[src/rtl/core/bvr_pkg.sv]
// ----------------------------------------------------------------------------
// bvr_pkg: shared types and constants of the bilinear volume resampler
// Sizes, field widths, register indexes, controller states and the command
// and status records that join the controller and the datapath.
// ----------------------------------------------------------------------------
package bvr_pkg;

  localparam int MAX_WIDTH  = 128;
  localparam int MAX_HEIGHT = 128;
  localparam int MAX_SLICES = 16;
  localparam int FRAC_BITS  = 16;

  localparam int X_W    = $clog2(MAX_WIDTH);
  localparam int Y_W    = $clog2(MAX_HEIGHT);
  localparam int S_W    = $clog2(MAX_SLICES);
  localparam int ADDR_W = S_W + Y_W + X_W;
  localparam int DEPTH  = MAX_WIDTH * MAX_HEIGHT * MAX_SLICES;

  localparam int PX_W       = 7;
  localparam int SL_W       = 4;
  localparam int SIZE_W     = 8;
  localparam int CNT_W      = 5;
  localparam int VAL_W      = 32;
  localparam int ERR_W      = 31;
  localparam int AREA_W     = 2 * SIZE_W;
  localparam int DIV_W      = VAL_W + AREA_W;
  localparam int DVS_W      = AREA_W;
  localparam int WGT_W      = FRAC_BITS + 1;
  localparam int PROD_W     = VAL_W + WGT_W;
  localparam int CFG_IDX_W  = 3;
  localparam int CFG_DATA_W = 8;

  localparam logic [VAL_W-1:0] SIGN_BIAS = {1'b1, {(VAL_W-1){1'b0}}};
  localparam logic [VAL_W-1:0] VAL_MAX   = {1'b0, {(VAL_W-1){1'b1}}};
  localparam logic [ERR_W-1:0] ERR_MAX   = {ERR_W{1'b1}};

  typedef enum logic [CFG_IDX_W-1:0] {
    CFG_OLD_WIDTH, CFG_OLD_HEIGHT, CFG_NEW_WIDTH, CFG_NEW_HEIGHT,
    CFG_SLICE_COUNT, CFG_USE_ERRORS, CFG_KEEP_TOTAL
  } cfg_idx_t;

  typedef enum logic [1:0] {DIV_X, DIV_Y, DIV_VAL, DIV_ERR} div_sel_t;

  typedef enum logic [1:0] {C00, C10, C01, C11} corner_t;

  typedef enum logic [2:0] {L_V0, L_V1, L_VY, L_E0, L_E1, L_EY} lerp_step_t;

  typedef enum logic [3:0] {
    S_IDLE, S_DIV_START, S_DIV_WAIT, S_RD, S_RD_WAIT,
    S_LERP_A, S_LERP_B, S_LERP_SUM, S_FINISH
  } state_t;

  typedef struct packed {
    logic       load;
    logic       div_start;
    logic       div_cap;
    div_sel_t   div_sel;
    logic       rd_en;
    corner_t    corner;
    logic       lerp_a;
    logic       lerp_b;
    logic       lerp_sum;
    lerp_step_t lerp_idx;
    logic       out_load;
  } cmd_t;

  typedef struct packed {
    logic item_valid;
    logic op;
    logic bad;
    logic div_busy;
    logic div_done;
    logic use_err;
    logic keep_tot;
    logic out_free;
  } sts_t;

  function automatic logic [SIZE_W-1:0] clamp_size(input logic [SIZE_W-1:0] v,
                                                   input int hi);
    if (v == '0) return SIZE_W'(1);
    if (int'(v) > hi) return SIZE_W'(hi);
    return v;
  endfunction

endpackage

[src/rtl/core/bvr_ctrl.sv]
// ----------------------------------------------------------------------------
// bvr_ctrl: sequencer of the resampler
// Steps a request through coordinate division, corner reads, interpolation
// and optional area scaling; writes complete in the accept cycle.
// ----------------------------------------------------------------------------
module bvr_ctrl
  import bvr_pkg::*;
(
  input  logic          clk,
  input  logic          rst,
  input  bvr_pkg::sts_t sts,
  output bvr_pkg::cmd_t cmd,
  output logic          in_ready
);
  state_t     state, state_next;
  div_sel_t   sel, sel_next;
  corner_t    corner, corner_next;
  lerp_step_t lstep, lstep_next;

  always_ff @(posedge clk) begin
    if (rst) begin
      state  <= S_IDLE;
      sel    <= DIV_X;
      corner <= C00;
      lstep  <= L_V0;
    end else begin
      state  <= state_next;
      sel    <= sel_next;
      corner <= corner_next;
      lstep  <= lstep_next;
    end
  end

  always_comb begin
    state_next  = state;
    sel_next    = sel;
    corner_next = corner;
    lstep_next  = lstep;
    unique case (state)
      S_IDLE: begin
        if (sts.item_valid && sts.op) begin
          if (sts.bad) begin
            state_next = S_FINISH;
          end else begin
            state_next = S_DIV_START;
            sel_next   = DIV_X;
          end
        end
      end
      S_DIV_START: state_next = S_DIV_WAIT;
      S_DIV_WAIT: begin
        if (sts.div_done) begin
          unique case (sel)
            DIV_X: begin
              sel_next   = DIV_Y;
              state_next = S_DIV_START;
            end
            DIV_Y: begin
              corner_next = C00;
              state_next  = S_RD;
            end
            DIV_VAL: begin
              if (sts.use_err) begin
                sel_next   = DIV_ERR;
                state_next = S_DIV_START;
              end else begin
                state_next = S_FINISH;
              end
            end
            DIV_ERR: state_next = S_FINISH;
          endcase
        end
      end
      S_RD: begin
        corner_next = corner_t'(corner + 2'd1);
        if (corner == C11) state_next = S_RD_WAIT;
      end
      S_RD_WAIT: begin
        lstep_next = L_V0;
        state_next = S_LERP_A;
      end
      S_LERP_A: state_next = S_LERP_B;
      S_LERP_B: state_next = S_LERP_SUM;
      S_LERP_SUM: begin
        priority if (lstep == L_EY || (lstep == L_VY && !sts.use_err)) begin
          if (sts.keep_tot) begin
            sel_next   = DIV_VAL;
            state_next = S_DIV_START;
          end else begin
            state_next = S_FINISH;
          end
        end else begin
          lstep_next = lerp_step_t'(lstep + 3'd1);
          state_next = S_LERP_A;
        end
      end
      S_FINISH: begin
        if (sts.out_free) state_next = S_IDLE;
      end
      default: state_next = S_IDLE;
    endcase
  end

  always_comb begin
    cmd          = '0;
    cmd.div_sel  = sel;
    cmd.corner   = corner;
    cmd.lerp_idx = lstep;
    in_ready     = (state == S_IDLE);
    unique case (state)
      S_IDLE:      cmd.load      = sts.item_valid;
      S_DIV_START: cmd.div_start = 1'b1;
      S_DIV_WAIT:  cmd.div_cap   = sts.div_done;
      S_RD:        cmd.rd_en     = 1'b1;
      S_LERP_A:    cmd.lerp_a    = 1'b1;
      S_LERP_B:    cmd.lerp_b    = 1'b1;
      S_LERP_SUM:  cmd.lerp_sum  = 1'b1;
      S_FINISH:    cmd.out_load  = sts.out_free;
      default: ;
    endcase
  end
endmodule

[config.mk]
export PLATFORM = sky130hd
export DESIGN_NAME = bvr_ctrl
export DESIGN_NICKNAME = d
export VERILOG_FILES = /design/src/rtl/core/bvr_pkg.sv /design/src/rtl/core/bvr_ctrl.sv
export SDC_FILE = /design/constraint.sdc
export NUM_CORES = 1
export LEC_CHECK = 0
export BUFFER_PORTS_ARGS = -buffer_cell sky130_fd_sc_hd__clkbuf_2
export CAP_MARGIN = 0
export CORE_UTILIZATION = 40
export CTS_BUF_LIST = sky130_fd_sc_hd__clkbuf_8 sky130_fd_sc_hd__clkbuf_16
export DETAILED_ROUTE_END_ITERATION = 16
export PLACE_DENSITY = 0.75
export SYNTH_ARGS = -nofsm -noshare
export SYNTH_HDL_FRONTEND = slang
export SYNTH_SLANG_ARGS = --single-unit
[constraint.sdc]
create_clock -name clk -period 2.2 [get_ports clk]
set_input_delay 0 -clock clk [delete_from_list [all_inputs] [get_ports clk]]
set_output_delay 0 -clock clk [all_outputs]
set_load 0.05 [all_outputs]
==> out/metrics.cfg, run 1 <==
[synth]
syn_area_per_cell_um2=7.74
syn_inst=109
yosys-top-cells-area=dfxtp_1 26%, nor2_1 7.6%, ha_1 5.9%
seq_area_frac_synth_pct=26.1
synth_edf_count=0
yosysTopAreaCellShare_pct=26.1
ys_ff_latch=11
ys.flop_type=dfxtp_1
async_flop_share_pct=0
synth_largest_area_cell=dfxtp_1
syn_area_um2=843
syn_nets=123
synth_cell_type_count=40
synth_warnings=0

[sta]
max_clock_freq_mhz=513
fin_skew_ns=0.00174
slew_viol_final=0
fin_crit_ns=1.95
rsz0062_at_grt=false
finalCritPeriodShare_pct=88.6
tns_ns=0
timing.hold.ws_ns=0.0630
setup_viol=0
hold_viol=0
slew_headroom_pct=58.2
worst_slew_pin_slew_ns=0.627

[place]
io_buffers=24
place_congestion=0.879
dp_hpwl_um=1490

[grt]
top_usage_layer=met2
use_met3_pct=4.53
grt_first_pass_wirelength_um=2920
gr-usage-met2_pct=29.7
grt_max_degree=21
grt_pass1_vias=695
grt_usage_pct=18.3
met1_usage_pct=23.4
grt_overflow=0
antenna_found_initial=0

[pwr]
ir_drop_mv=0.311
leakage_uw=0.000449
powerDensity_nw_per_um2=494

[critical_path]
r2r_start=lstep[0]
cp_max_fo=6
reg2reg_slack_ns=0.25
startpoint_type=register
cp-startpoint=lstep[0]
reg2reg_to=lstep[2]
cp-end-kind=register
rr_worst_depth=7
arrival_ns=2.09
crit_type=register to register
cp.required_ns=2.34

[layout]
drive_gt1_share_pct=26.3
syn_to_final_growth_pct=23.3
seqCellArea_um2=220
fill_cells=201
multi_input_area_um2=576
n_antenna_cell=0
final_nets=148

[drt]
wire_per_inst_um=12.5
first_iter_violations=49
vias_per_cell=5.52
drc_errors=0
dr.pass1.iters=4
totalWireLength_um=2000
ant_nets=0
vias=883

[floorplanning]
ios=26
num_rows=16
die_height_um=47.9
core_um2=1960
initial_core_util_pct=43.0
dieArea_um2=2300
die_w_um=47.9

[min_path]
worstHoldPathCells=4
min-delay-start=sts[0]
min_to=state[3]
holdCritPathClass=input pin to register

[job]
maxCapViolCount=0

[clock_tree]
clockBufferDepth=2
clk-insertion-delay-late_ns=0.24
clkTransAtPathRegs_ns=0.05
cts_sinks=11
numCtsBuffers=3
cts_hold_buf=0
ctsResizeCount=0
root_buffer=clkbuf_8
cts_tree=done
postCtsSetupRepairBufs=0
cts-htree-levels=1

[run_status]
run_status=completed

synth_stat cells, types with 2 or more instances:
| cell type | n |
|---|---|
| nand3_1 | 2 |
| nand2b_1 | 2 |
| dfxtp_1 | 11 |
| a211oi_1 | 2 |
| nor2_1 | 17 |
| nor3b_1 | 5 |
| o21ai_0 | 4 |
| a21oi_1 | 7 |
| inv_1 | 6 |
| or4b_1 | 4 |
| mux2i_1 | 3 |
| ha_1 | 4 |
| clkbuf_1 | 3 |
| or2_0 | 2 |
| nand2_1 | 7 |
| buf_2 | 2 |
| and2_1 | 2 |
| nor3_1 | 4 |
kinds of logic (layout without fill, tap and decap cells):
family / Yosys count / count (layout) / share of synthesized area (%)
AOI/OAI and AO/OA: 23 / 23 / 18.8
DFF: 11 / 11 / 26.1
adders and majority gates: 4 / 4 / 5.93
xor gates and xnor gates: 1 / 1 / 1.04
and+or+nand+nor: 54 / 54 / 37.5
buffers and inverters: 13 / 37 / 6.97
muxes: 3 / 3 / 3.56
layout by cell type, fill, tap and decap left out, types with 2 or more instances in the layout:
cell	synthesis	final
nor2_1	17	17
o21ai_0	4	4
a21oi_1	7	7
clkbuf_2	0	24
and2_1	2	2
nor3_1	4	3
dfxtp_1	11	11
nand2_1	7	7
or4b_1	4	4
nor3b_1	5	5
clkbuf_8	0	3
ha_1	4	4
buf_4	0	3
mux2i_1	3	3
a211oi_1	2	2
inv_1	6	7
nand2b_1	2	2
or2_0	2	2
nand3_1	2	2
critical path, stage by stage, from the launching register on:
cell and delay [ns]:
dfxtp_1 0.35, inv_1 0.07, ha_1 0.12, or3b_1 0.39, a31oi_1 0.22, and4bb_2 0.27, xnor2_1 0.13, a311oi_1 0.29
registers in the layout, summed over array words and instances, names as in the netlist:
name / count
sel: 2
lstep: 3
corner: 2
state: 4
area by class of cell:
type / instances / area share [%]
Inverter: 6 / 2.17
Clock inverter: 1 / 0.361
Sequential cell: 11 / 21.2
Clock buffer: 3 / 3.97
Multi-Input combinational cell: 85 / 55.4
Tap cell: 27 / 3.25
Timing Repair Buffer: 27 / 13.7
layer usage:
layer  vias up  share of wire [%]
met2        40                 48
met4         0                1.3
met1       397                 44
li1        441                  -
met3         5                7.6
met5         -                  0
power breakdown:
part | internal, uW | switching [uW]
clock | 123 | 78.0
sequential | 203 | 9.31
combinational | 37.2 | 63.4
worst max path at each step:
stage	to	slack, ns	depth (start not counted)
3_3_place_gp	lstep[2]	0.28	7
5_1_grt	lstep[2]	0.09	7
4_1_cts	lstep[2]	0.24	7
6_report	lstep[2]	0.25	7
3_5_place_dp	lstep[2]	0.23	7
2_1_floorplan	lstep[2]	0.06	6
stage by stage:
| step | cells | total power (uW) | setup WS (ns) | utilization [%] | cell area [um^2] |
|---|---|---|---|---|---|
| finish | 160 | 513 | 0.251 | 53.0 | 1040 |
| global route | 160 | 534 | 0.0927 | 53.0 | 1040 |
| CTS | 160 | 515 | 0.240 | 53.0 | 1040 |
| detailed placement | 156 | 316 | 0.230 | 50.7 | 995 |
| global placement | 156 | 314 | 0.278 | 50.7 | 995 |
| floorplan | 109 | 287 | 0.0593 | - | 855 |
Note: power is estimated with default switching activity, not from simulation.
==> run 2, diff against run 1 <==
Settings changed: ABC_AREA set to 1, CORE_ASPECT_RATIO set to 1.75, CORE_UTILIZATION 40 to 30, PLACE_DENSITY 0.75 to 0.61.
==> run 2 against run 1 <==
Effect of this change: clock skew rose by 0.0031 ns; worst hold slack worse by 0.051 ns; combinational power grew 79%; maximum frequency rose by 32%; non-clock buffer count shrank 3; die area increased by 33%; routed wire length rose by 4.8%; utilization fell by 14 points; clock power up 2%; synthesized cell count up 29%; critical endpoint is now sel[1]; highest routed layer unchanged.
==> out/metrics.cfg, run 2 <==
[pwr]
leakage_uw=0.000579  ; was 0.000449 uW
powerDensity_nw_per_um2=584  ; was 494 nW/um^2
ir_drop_mv=0.290  ; was 0.311 mV

[place]
dp_hpwl_um=1720  ; was 1490 um
dp_slack_ns=0.729  ; was 0.230 ns
place_area_um2=1000  ; was 995 um^2
place_congestion=0.853  ; was 0.879
io_buffers=24  ; unchanged

[synth]
syn_inst=141  ; was 109
synth_edf_count=0  ; unchanged
synth_warnings=0  ; unchanged
seq_area_frac_synth_pct=26.0  ; was 26.1%
yosys-top-cells-area=dfxtp_1 26%, nand2_1 16%, nand3_1 11%  ; was dfxtp_1 26%, nor2_1 7.6%, ha_1 5.9%
syn_area_um2=847  ; was 843 um^2
synth_largest_area_cell=dfxtp_1  ; unchanged
yosysMostFrequentCell=nand2_1  ; was nor2_1
yosysTopAreaCellShare_pct=26.0  ; was 26.1%
synth_common_cells=37 x nand2_1, 19 x inv_1, 18 x nand3_1, 17 x nor2_1, 11 x dfxtp_1  ; was 17 x nor2_1, 11 x dfxtp_1, 7 x a21oi_1, 7 x nand2_1, 6 x inv_1
ys.flop_type=dfxtp_1  ; unchanged
ys_ff_latch=11  ; unchanged
syn_nets=155  ; was 123
syn_area_per_cell_um2=6.01  ; was 7.74 um^2
async_flop_share_pct=0  ; unchanged
synth_cell_type_count=21  ; was 40

[layout]
n_antenna_cell=0  ; unchanged
largest_reg_flops=4  ; unchanged
fin_util_pct=38.9  ; was 53.0%
largest_register=state  ; unchanged
final_nets=184  ; was 148
syn_to_final_growth_pct=23.5  ; was 23.3%
drive_gt1_share_pct=26.0  ; was 26.3%
final_common_cell=nand2_1  ; was clkbuf_2
stdcell_area_um2=1050  ; was 1040 um^2
reg.largest.list=state (4), lstep (3)  ; unchanged
final_cell_mix=37 x nand2_1, 24 x clkbuf_2, 20 x inv_1  ; was 24 x clkbuf_2, 17 x nor2_1, 11 x dfxtp_1

[min_path]
min-delay-start=rst  ; was sts[0]
holdCritPathClass=input pin to register  ; unchanged

[critical_path]
cp_max_fo=7  ; was 6
crit_type=register to register  ; unchanged
cp_cell_sequence=nor2_1 -> nand3_1 -> nand2_1 -> inv_1 -> nand3_1 -> nor2_2 -> nor2_1 -> nor2_1  ; was inv_1 -> ha_1 -> or3b_1 -> a31oi_1 -> and4bb_2 -> xnor2_1 -> a311oi_1
cpMostUsedCell=nor2_1
cp-end-kind=register  ; unchanged
crit_buf_inv=1  ; unchanged
arrival_ns=1.62  ; was 2.09 ns
slowest_stage=dfxtp_1  ; was or3b_1
reg2reg_slack_ns=0.72  ; was 0.25 ns
cp_top_family=simple AND/OR/NAND/NOR gates  ; unchanged
cpPeakStageDelay_ns=0.37  ; was 0.39 ns
cp.required_ns=2.34  ; about the same
cp-startpoint=state[1]  ; was lstep[0]
startpoint_type=register  ; unchanged
r2r_start=state[1]  ; was lstep[0]

[grt]
grt_first_pass_wirelength_um=3660  ; was 2920 um
grt_overflow=0  ; unchanged
grt_max_degree=10  ; was 21
grt_pass1_vias=913  ; was 695
use_met3_pct=2.24  ; was 4.53%
top_usage_layer=met2  ; unchanged
antenna_found_initial=0  ; unchanged
grt_usage_pct=15.4  ; was 18.3%
met1_usage_pct=16.1  ; was 23.4%
gr-usage-met2_pct=28.5  ; was 29.7%

[floorplanning]
die_height_um=72.3  ; was 47.9 um
ios=26  ; unchanged
num_rows=25  ; was 16
dieArea_um2=3050  ; was 2300 um^2
core_um2=2690  ; was 1960 um^2
initial_core_util_pct=31.5  ; was 43.0%
die_w_um=42.2  ; was 47.9 um

[sta]
slew_viol_final=0  ; unchanged
setup_viol=0  ; unchanged
setup_ws_ns=0.721  ; was 0.251 ns
hold_viol=0  ; unchanged
timing.hold.ws_ns=0.0119  ; was 0.0630 ns
fin_crit_ns=1.48  ; was 1.95 ns
slew_headroom_pct=74.0  ; was 58.2%
rsz0062_at_grt=false  ; unchanged
worst_slew_pin_slew_ns=0.388  ; was 0.627 ns
finalCritPeriodShare_pct=67.2  ; was 88.6%
tns_ns=0  ; unchanged
max_clock_freq_mhz=676  ; was 513 MHz
fin_skew_ns=0.00480  ; was 0.00174 ns

[clock_tree]
clkTransAtPathRegs_ns=0.05  ; about the same
cts-htree-levels=1  ; unchanged
postCtsSetupRepairBufs=0  ; unchanged
cts_hold_buf=0  ; unchanged
clockBufferDepth=2  ; unchanged
cts_tree=done  ; unchanged
ctsResizeCount=0  ; unchanged
clk-insertion-delay-late_ns=0.24  ; about the same
cts_sinks=11  ; unchanged
root_buffer=clkbuf_8  ; unchanged
numCtsBuffers=3  ; unchanged

[run_status]
run_status=completed  ; unchanged

[drt]
vias_per_cell=4.88  ; was 5.52
wire_per_inst_um=10.7  ; was 12.5 um
totalWireLength_um=2090  ; was 2000 um
ant_nets=0  ; unchanged
dr.pass1.iters=4  ; unchanged
drc_errors=0  ; unchanged
first_iter_violations=17  ; was 49
vias=957  ; was 883

[job]
maxCapViolCount=0  ; unchanged

run 2: worst paths after layout:
path                                  end  cells after the start
worst min-delay path             state[1]                      2
worst min register to register  corner[1]                      2
worst max-delay path               sel[1]                      8
worst max register to register     sel[1]                      8
run 2: final cells by class:
type | count | area, um^2
Clock buffer | 3 | 41.3
Multi-Input combinational cell | 108 | 543
Fill cell | 308 | 1640
Clock inverter | 1 | 3.75
Timing Repair Buffer | 24 | 120
Sequential cell | 11 | 220
Inverter | 22 | 83.8
Tap cell | 27 | 33.8
run 2: routing by layer:
metal	wire length, um	part of all wire (%)
met1	815	39
met3	110	5.3
met2	1120	53
met5	0	0
met4	47	2.2
run 2: through the flow:
stage | power (uW) | std cells
4_1_cts | 617 | 196
6_report | 611 | 196
2_1_floorplan | 367 | 141
5_1_grt | 645 | 196
3_5_place_dp | 410 | 192
3_3_place_gp | 407 | 192
run 2: worst register-to-register path, stage by stage (launching register included):
cell and delay [ns]:
dfxtp_1 0.37, nor2_1 0.36, nand3_1 0.22, nand2_1 0.14
inv_1 0.05, nand3_1 0.08, nor2_2 0.04, nor2_1 0.08
nor2_1 0.05
run 2: cell families (layout without fill, tap and decap cells):
kind of cell | after synthesis | count (layout) | share of synthesized area, %
AOI/OAI and AO/OA | 14 | 14 | 8.71
adders and majority gates | 4 | 4 | 5.91
buffers and inverters | 22 | 50 | 9.90
DFF | 11 | 11 | 26.0
and+or+nand+nor | 90 | 90 | 49.5
run 2: where the power goes:
part           switching, uW  total, uW  internal (uW)
registers               14.7        224            210
logic                    130        181           51.6
clock network           82.0        205            123
==> run 3, diff against run 2 <==
Settings changed: ABC_AREA 1 to 0, PLACE_DENSITY 0.61 to 0.63.
Clock period 2.2 ns to 1.3 ns, I/O delays scaled along.
==> run 3 against run 2 <==
Effect of this change: the run now ends with negative setup slack left; sequential share of layout area is 7.1 points lower; highest routed layer unchanged; routed wire length is 48% higher; die area is 0.42% lower; maximum frequency is 14% lower; flip-flop and latch count stayed put; register-to-register slack worse by 1.1 ns; clock power is 78% higher; cell count is 2.6% higher; via count is 13% higher; worst hold slack better by 0.070 ns.
==> out/metrics.cfg, run 3 (same netlist as run 1, synthesis figures left out) <==
[layout]
largest_register=state  ; unchanged
largest_reg_flops=4  ; unchanged
syn_to_final_growth_pct=112  ; was 23.5%
final_nets=189  ; was 184
drive_gt1_share_pct=70.7  ; was 26.0%
final_cell_mix=28 x buf_4, 16 x buf_6, 15 x clkbuf_2  ; was 37 x nand2_1, 24 x clkbuf_2, 20 x inv_1
reg.largest.list=state (4), lstep (3)  ; unchanged
final_common_cell=buf_4  ; was nand2_1
n_antenna_cell=0  ; unchanged

[critical_path]
cp.required_ns=1.45  ; was 2.34 ns
cp-end-kind=register  ; unchanged
startpoint_type=register  ; unchanged
rr_worst_depth=7  ; was 8
crit_type=register to register  ; unchanged
cp_max_fo=3  ; was 7
arrival_ns=1.87  ; was 1.62 ns

[sta]
slew_headroom_pct=79.0  ; was 74.0%
worst_slew_pin_slew_ns=0.312  ; was 0.388 ns
fin_skew_ns=0.00457  ; was 0.00480 ns
setup_ws_ns=-0.422  ; was 0.721 ns
hold_viol=0  ; unchanged
tns_ns=-4.44  ; was 0 ns
finalCritPeriodShare_pct=132  ; was 67.2%
setup_viol=19  ; was 0
fin_crit_ns=1.72  ; was 1.48 ns
slew_viol_final=0  ; unchanged
rsz0062_at_grt=true  ; was false
max_clock_freq_mhz=581  ; was 676 MHz

[floorplanning]
die_w_um=42.1  ; was 42.2 um
core_um2=2690  ; unchanged
ios=26  ; unchanged
dieArea_um2=3040  ; was 3050 um^2
num_rows=25  ; unchanged
initial_core_util_pct=31.3  ; was 31.5%
die_height_um=72.1  ; was 72.3 um

[grt]
grt_first_pass_wirelength_um=5230  ; was 3660 um
grt_max_degree=13  ; was 10
grt_overflow=0  ; unchanged
grt_usage_pct=22.3  ; was 15.4%
grt_pass1_vias=1144  ; was 913
antenna_found_initial=0  ; unchanged

[clock_tree]
cts-htree-levels=1  ; unchanged
cts_sinks=11  ; unchanged
clockBufferDepth=2  ; unchanged
numCtsBuffers=3  ; unchanged
clkTransAtPathRegs_ns=0.06  ; was 0.05 ns
root_buffer=clkbuf_8  ; unchanged
clk-insertion-delay-late_ns=0.25  ; was 0.24 ns
cts_tree=done  ; unchanged

[place]
place_congestion=0.836  ; was 0.853
io_buffers=24  ; unchanged
dp_hpwl_um=2070  ; was 1720 um

[run_status]
run_status=finished with violations  ; was completed
violations=negative setup slack

[min_path]
holdCritPathClass=input pin to register  ; unchanged
worstHoldPathCells=2  ; unchanged

[pwr]
p_total_uw=1050  ; was 611 uW
leakage_uw=0.000772  ; was 0.000579 uW
powerDensity_nw_per_um2=587  ; was 584 nW/um^2
ir_drop_mv=0.455  ; was 0.290 mV

[drt]
dr.pass1.iters=4  ; unchanged
vias_per_cell=5.40  ; was 4.88
ant_nets=0  ; unchanged
drc_errors=0  ; unchanged
first_iter_violations=27  ; was 17
vias=1085  ; was 957
totalWireLength_um=3110  ; was 2090 um
wire_per_inst_um=15.4  ; was 10.7 um

[job]
maxCapViolCount=0  ; unchanged

run 3: changes by cell type in the layout (fill, tap and decap cells not counted), moves of 9 or more:
| cell | before | now |
|---|---|---|
| nand2_1 | 37 | 5 |
| buf_4 | 0 | 28 |
| inv_1 | 20 | 2 |
| nand3_1 | 18 | 1 |
| buf_6 | 0 | 16 |
| dfxtp_1 | 11 | 1 |
| clkbuf_2 | 24 | 15 |
run 3: critical path: stages, from the launching register on:
cell	delay [ns]
dfxtp_4	0.35
inv_4	0.05
ha_4	0.11
or3b_4	0.39
a31oi_4	0.15
and4bb_2	0.25
xnor2_1	0.13
a311oi_1	0.20
run 3: final timing paths:
check / start / endpoint / slack [ns]
min reg2reg: corner[0] / corner[0] / 0.57
max reg2reg: lstep[0] / lstep[2] / -0.42
min: rst / corner[0] / 0.08
max: lstep[0] / lstep[2] / -0.42
run 3: final cells by class:
cell class                      count  area (um^2)
Tap cell                           27         33.8
Sequential cell                    11          250
Clock buffer                        3         41.3
Inverter                            6         27.5
Multi-Input combinational cell     85          801
Clock inverter                      1         5.00
Fill cell                         200          902
Timing Repair Buffer               68          629
run 3: what timing repair did:
item	CTS	global route
resized for setup	61	20
setup buffers	11	5
pin swaps	17	8
setup endpoints to repair	20	20
hold buffers	0	0
run 3: stage by stage:
step | instances | setup WS, ns | instance area [um^2] | util (%) | hold slack, ns
global placement | 182 | -0.346 | 1310 | 48.8 | 0.299
global route | 201 | -0.547 | 1790 | 66.5 | 0.101
finish | 201 | -0.422 | 1790 | 66.5 | 0.0816
floorplan | 109 | -0.439 | 970 | - | 0.167
CTS | 197 | -0.451 | 1700 | 63.1 | 0.0526
detailed placement | 182 | -0.470 | 1310 | 48.8 | 0.304
run 3: power breakdown:
| group | internal [uW] | switching [uW] | total, uW |
|---|---|---|---|
| Sequential | 331 | 12.9 | 344 |
| Combinational | 174 | 167 | 341 |
| Clock | 212 | 153 | 365 |
run 3: routing by layer:
layer	global-route usage, %	vias up	wire, um
li1	-	526	-
met1	23.4	521	1130
met2	42.0	26	1800
met3	2.99	12	63
met4	11.5	0	108
met5	0	-	0
